### config.mk
export PLATFORM = sky130hd
export DESIGN_NAME = ptme_ctrl
export DESIGN_NICKNAME = d
export VERILOG_FILES = /design/src/design/ptme_pkg.sv /design/src/design/ptme_ctrl.sv
export VERILOG_INCLUDE_DIRS = /design/src /design/src/design
export SDC_FILE = /design/constraint.sdc
export NUM_CORES = 1
export LEC_CHECK = 0
export BUFFER_PORTS_ARGS = -buffer_cell sky130_fd_sc_hd__buf_2
export CELL_PAD_IN_SITES_DETAIL_PLACEMENT = 0
export CELL_PAD_IN_SITES_GLOBAL_PLACEMENT = 1
export CORE_AREA = 4 4 41 43
export DETAILED_ROUTE_END_ITERATION = 8
export DIE_AREA = 0 0 45 47
export GPL_ROUTABILITY_DRIVEN = 0
export PLACE_DENSITY = 0.54
export SYNTH_ARGS = -nofsm -noshare
export SYNTH_HDL_FRONTEND = slang
export SYNTH_SLANG_ARGS = --single-unit
### constraint.sdc
create_clock -name clk -period 1.1 [get_ports clk]
set_input_delay 0.11 -clock clk [delete_from_list [all_inputs] [get_ports clk]]
set_output_delay 0.11 -clock clk [all_outputs]
set_load 0.02 [all_outputs]
### src/design/assert_macros.svh
// Assertion macros used by the encoder controller.
`ifndef ASSERT_MACROS_SVH
`define ASSERT_MACROS_SVH
`ifndef SYNTHESIS
// Check a property on every clock edge outside reset.
`define PTME_ASSERT(lbl, clk, rst_n, prop, msg) \
    lbl: assert property (@(posedge clk) disable iff (!rst_n) prop) else $error(msg);
// Check a property on every clock edge, reset included.
`define PTME_ASSERT_ALWAYS(lbl, clk, prop, msg) \
    lbl: assert property (@(posedge clk) prop) else $error(msg);
`else
`define PTME_ASSERT(lbl, clk, rst_n, prop, msg)
`define PTME_ASSERT_ALWAYS(lbl, clk, prop, msg)
`endif
`endif

### src/design/ptme_pkg.sv
// Shared types, codes and helpers of the palette tile encoder.
package ptme_pkg;

    localparam int WORD_W        = 25;
    localparam int SCALAR_W      = 32;
    localparam int CFG_W         = 32;
    localparam int CFG_IDX_W     = 2;
    localparam int DIM_W         = 7;
    localparam int IDX_W         = 4;
    localparam int DCNT_W        = 5;
    localparam int PALETTE_LIMIT = 16;

    localparam int P95_BIT  = 17;
    localparam int SUP_BIT  = 18;
    localparam int BND_BIT  = 19;
    localparam int UNIT_BIT = 24;

    localparam logic OP_LOAD  = 1'b0;
    localparam logic OP_FETCH = 1'b1;

    localparam logic [1:0] ST_OK       = 2'd0;
    localparam logic [1:0] ST_COUNT    = 2'd1;
    localparam logic [1:0] ST_OVERFLOW = 2'd2;

    localparam logic [1:0] MODE_UNIFORM = 2'd0;
    localparam logic [1:0] MODE_TWO     = 2'd1;
    localparam logic [1:0] MODE_FOUR    = 2'd2;
    localparam logic [1:0] MODE_DENSE   = 2'd3;

    localparam logic [CFG_IDX_W-1:0] REG_TILE_X = 2'd0;
    localparam logic [CFG_IDX_W-1:0] REG_TILE_Y = 2'd1;
    localparam logic [CFG_IDX_W-1:0] REG_TILE_W = 2'd2;
    localparam logic [CFG_IDX_W-1:0] REG_TILE_H = 2'd3;

    localparam logic [7:0] MAGIC_0 = 8'h4f;
    localparam logic [7:0] MAGIC_1 = 8'h53;
    localparam logic [7:0] MAGIC_2 = 8'h46;
    localparam logic [7:0] MAGIC_3 = 8'h35;
    localparam logic [7:0] VERSION = 8'd1;

    typedef struct packed {
        logic load;
        logic rd;
        logic fmt;
    } ctl_cmd_t;

    typedef struct packed {
        logic emitting;
    } dp_sts_t;

    function automatic logic [7:0] pick_byte(input logic [31:0] v, input logic [1:0] k);
        return v[8*k +: 8];
    endfunction

endpackage

### src/design/ptme_ctrl.sv
// Handshake controller of the palette tile encoder.
`include "assert_macros.svh"
module ptme_ctrl (
    input  logic                clk,
    input  logic                rst_n,
    input  logic                in_valid,
    input  logic                in_opcode,
    output logic                in_ready,
    output logic                out_valid,
    input  logic                out_ready,
    output ptme_pkg::ctl_cmd_t  cmd,
    input  ptme_pkg::dp_sts_t   sts
);
    import ptme_pkg::*;

    typedef enum logic [3:0] {
        S_IDLE = 4'b0001,
        S_RD   = 4'b0010,
        S_FMT  = 4'b0100,
        S_OUT  = 4'b1000
    } state_t;

    state_t state_reg, state_next;

    assign in_ready  = (state_reg == S_IDLE);
    assign out_valid = (state_reg == S_OUT);

    always_comb
    begin
        cmd.load = in_ready && in_valid && (in_opcode == OP_LOAD) && !sts.emitting;
        cmd.rd   = (state_reg == S_RD);
        cmd.fmt  = (state_reg == S_FMT);
    end

    always_comb
    begin
        state_next = state_reg;
        unique case (state_reg)
            S_IDLE:
            begin
                if (in_valid && (in_opcode == OP_FETCH))
                    state_next = S_RD;
            end
            S_RD:  state_next = S_FMT;
            S_FMT: state_next = S_OUT;
            S_OUT:
            begin
                if (out_ready)
                    state_next = S_IDLE;
            end
            default: state_next = S_IDLE;
        endcase
    end

    always_ff @(posedge clk or negedge rst_n)
    begin
        if (!rst_n)
            state_reg <= S_IDLE;
        else
            state_reg <= state_next;
    end

    `PTME_ASSERT(a_no_accept_while_full, clk, rst_n, out_valid |-> !in_ready, "input taken while a beat waits")
    `PTME_ASSERT(a_rd_then_fmt, clk, rst_n, cmd.rd |=> cmd.fmt, "read not followed by format")
    `PTME_ASSERT(a_fmt_then_out, clk, rst_n, cmd.fmt |=> out_valid, "format not followed by beat")
    `PTME_ASSERT_ALWAYS(a_load_not_emitting, clk, cmd.load |-> !sts.emitting, "load during stream")
endmodule

Word-level counts from Yosys, hierarchy flattened
Cells that the tools add are included.
W data, S select, Z words.
{"block": "op_classes", "n_mul": 0, "n_addsub": 0, "shift": 0, "n_bitwise": 1, "n_eq_ne": 6, "n_div": 0, "n_reduce_logical": 6, "mux": 3, "order_cmp": 0}
{"operator": "$pmux W4 S4", "count": 1}
{"operator": "$mux W4", "count": 2}
{"operator": "$eq A4 B1 Y1 const B", "count": 1}
{"operator": "$eq A4 B2 Y1 const B", "count": 1}
{"operator": "$eq A4 B3 Y1 const B", "count": 1}
{"operator": "$eq A4 B4 Y1 const B", "count": 1}
{"operator": "$logic_and A1 B1 Y1", "count": 4}
{"operator": "$ne A2 B1 Y1 const B", "count": 2}
{"operator": "$reduce_and A2 Y1", "count": 1}
{"operator": "$logic_not A1 Y1", "count": 1}
{"operator": "$not A1 Y1", "count": 1}
{"block": "word_totals", "ram_bits": 0, "word_cells": 17, "inputBits": 6, "mem_bits_ro": 0, "reg_bits": 4, "n_memories": 0, "out_inout_bits": 5, "latchBits": 0}

Longest topological paths before layout
{"block": "logic_depth", "word_depth": 4, "ltp_mapped": 3}

Worst setup path after synthesis
No wires, ideal clock.
{"block": "synth_timing", "kind": "register to output", "from": "reg state_reg[0]", "to": "out cmd[2] in the netlist's numbering", "stages_incl_launch_ff": 4, "arrival_time_ns": 1.656, "required_time_ns": 0.990, "path_slack_ns": -0.666, "cell_sequence": "dfstp_2 -> nor4b_2 -> nand2_1 -> nor3_1"}
{"element": "start: declaration", "line_no": "ptme_ctrl.sv:23", "text": "state_t state_reg, state_next;"}
{"element": "start signal: assignment", "line_no": "ptme_ctrl.sv:60", "text": "state_reg <= state_next;"}
{"element": "end: declaration", "line_no": "ptme_ctrl.sv:11", "text": "output ptme_pkg::ctl_cmd_t cmd,"}

Worst setup path in the final report
{"block": "layout_timing", "from": "reg state_reg[2]", "to": "reg state_reg[0]"}
{"block": "layout_between", "elab_chain_len": 3}
{"element": "$eq A4 B4 Y1 / $eq A4 B1 Y1 (equally long branches)", "line_no": "ptme_ctrl.sv:38", "text": "unique case (state_reg)"}
{"element": "$ne A2 B1 Y1 (no source line)"}
{"element": "$reduce_and A2 Y1 (no source line)"}
Parallel ways exist; a longest one is shown, timed or not.
A chain may end at the register's enable or synchronous reset.

==> summary by stage <==
CTS
TritonCTS built the clock tree. The longest clock path from root to sink contains 2 buffers. Buffers inserted during clock tree synthesis total 3. In this run the number of H-tree levels came out at 1. The clock-pin slew reported for the worst setup and hold paths after clock tree synthesis is 40 ps. The root buffer cell chosen for the clock tree is clkbuf_4. The clock latency of the later-clocked register in the worst-skew pair is 230 ps. The clock sink total is 4.

Route
The DRC violation count after routing is 0. In the final routed layout, each cell accounts on average for 11.36 um. The routed design has 659 um of wire. Once detail routing completed, the nets flagged for antenna violations numbered 0. The first-pass iteration count of the detailed router is 2. The number of design-rule violations left by the first detailed-router iteration is 1. The via count is 250. The via density per instance is 4.310.

Run status
The run finished, with violations left. The checks that failed: setup timing.

Logic synthesis
The synthesized netlist occupies a cell area of 229.0 um2. The share of the synthesized area in the top cell type is 0.3279. Ranked by total cell area, the synthesized netlist is headed by dfrtp_1 33%, dfstp_2 11%, nor3b_1 6.6%. During synthesis, Yosys emitted a total of 0 warnings. The number of storage elements in the synthesis netlist is 4. The share of the Yosys chip area taken by registers is 0.4426. The synthesized instance count is 21.

A synthesized cell averages 10.90 um2. After synthesis, the netlist uses 17 different library cells. The synthesized net count is 27.

The library cell occupying the most area in the post-synthesis netlist is dfrtp_1.

Power
IR analysis of the VDD net gives a maximum drop of 0.4330 mV. Summed over all cells, the static leakage comes to 0.0002145 uW. Summing internal, switching and leakage power gives 555.0 uW. For this design the ratio of total power to cell area is 1146 nW/um2.

Finish
Summing all non-filler instances in the final layout gives an area of 484.2 um2. The area growth from synthesis to final layout is 111.5%. The number of antenna diodes in the final layout is 0. The final net count is 50.

The count of fill cells added during filler insertion is 144. Of the cells placed in the final design, the portion with a size suffix greater than 1 is 0.7907. The register with the most flip-flops in the layout has 4 of them.

Flow run
Across the run, the number of max-cap violations was 0.

Timing
For this run, the top clock speed supported by timing is 686.0 MHz. The number of failing hold endpoints at the final stage is 0. Across all setup checks in the final design, the least slack found is -357.7 ps. The worst-margin pin slew is 217.6 ps. The final critical path time including I/O delays and setup is 1458 ps. In the finished design, the share of the clock period the worst path needs comes to 1.325. Setup repair after global routing could not meet its margin everywhere. The max-slew violation count was 0. Clock skew on the completed layout was measured at 6.216 ps. Setup violations remaining at the end of the flow were counted as 7. The max-slew headroom at the worst pin is 0.8543.

Die
In this run the count of I/O pins placed on the die edge is 11. For this configuration, the core starts out at a cell density of 0.1760. The number of standard-cell rows in the floorplan is 13. The die is 47 um tall. The die is 45 um wide. The floorplan step defined a die boundary enclosing 2115 um2. The core region is 1301 um2.

Setup path
STA classifies the critical path startpoint as a flip-flop. The biggest fanout along the worst timing path is 2. For the worst setup path, the data required time is 1250 ps. The worst setup path is captured at a flip-flop.

The setup path with the least slack is of type reg2reg. The critical path data arrival time is 1600 ps.

Place
The count of input and output buffers is 10. The placed instance area is 349.1 um2. After legalization and detailed placement, the total HPWL measured 478.6 um.

Global route
Entering global routing, the biggest net connects 8 pins. The number of global-route vias before repair is 256. Across every metal layer, demand over resource in global routing totals 0.06825. The initial antenna violation count is 0. The first-pass GRT wire length is 1007 um. For this run the aggregate overflow at the end of global routing stands at 0.

Worst hold path
The worst min-delay path class is in2reg.
[synth_stat cells]
cell	number
a211oi_1	1
nor4b_1	1
dfrtp_1	3
nand2_1	1
o32a_1	1
nand2b_1	1
buf_4	1
and3_1	1
and4b_1	1
o21ai_0	1
nor2b_1	1
o31ai_1	1
nor4b_2	1
dfstp_2	1
nor3b_1	2
or3b_1	1
nor3_1	2
[power by group]
part,leakage (uW),internal [uW],switching [uW],total [uW]
clock,0.0000150,136,58.7,195
sequential,0.0000469,164,11.7,176
combinational,0.000153,101,83.1,184
total,0.000215,401,154,555
[cell type report]
cell class / count / area, um2 / share of cell area
Multi-Input combinational cell: 16 / 182.7 / 0.3773
Timing Repair Buffer: 19 / 151.4 / 0.3127
Sequential cell: 4 / 105.1 / 0.2171
Clock buffer: 4 / 26.28 / 0.05426
Tap cell: 15 / 18.77 / 0.03876
[per-layer routing]
metal	GRT usage	part of all wire
met5	0	0
met4	0.07018	0
met3	0.01916	0.053
met2	0.1243	0.61
met1	0.05760	0.33
[cells by family after synthesis]
group,synth area share
simple gates,0.3935
compound gates,0.1312
flops,0.4426
buf+inv,0.03280
[timing repair]
item,in CTS,in global routing
endpoints found under the hold margin,4,0
setup endpoints to repair,7,8
pin swaps,2,2
setup buffers,2,1
hold buffers,1,0
resized for setup,13,7
[placed cells by master (no fill, tap or decap), types with 2 or more instances in the layout]
master / instances
buf_2: 5
buf_4: 8
buf_6: 5
clkbuf_4: 3
dfrtp_2: 3
nor4b_4: 2
[worst max-delay path, cell delays in order (launching register included)]
cell and delay [ps]:
dfrtp_2 420, buf_4 150, buf_4 130, or3b_4 370
o32a_1 310
[path summary, 6_finish.rpt]
path / startpoint / to / slack, ps / cells past startpoint
hold reg to reg: state_reg[3] / state_reg[2] / 510 / 1
max in group asynchronous: rst_n / state_reg[0] / 690 / 2
hold / removal: out_ready / state_reg[3] / 170 / 3
min in group asynchronous: rst_n / state_reg[2] / 200 / 2
setup / recovery: state_reg[2] / state_reg[0] / -360 / 4
setup reg to reg: state_reg[2] / state_reg[0] / -360 / 4
[per-stage QoR]
step | hold WS [ps] | worst slack, ps | utilization | setup TNS (ps) | std cells
final | 170.9 | -357.7 | 0.3721 | -2011 | 58
after global placement | -85.76 | -131.9 | 0.2683 | -531.7 | 50
after floorplan | -185.6 | -322.5 | - | -984.4 | 21
after CTS | 163.1 | -373.3 | 0.3423 | -1868 | 57
after global routing | 180.9 | -440.6 | 0.3721 | -2432 | 58
after detailed placement | -83.42 | -153.9 | 0.2683 | -533.3 | 50
Power figures use the tool's default switching activity.
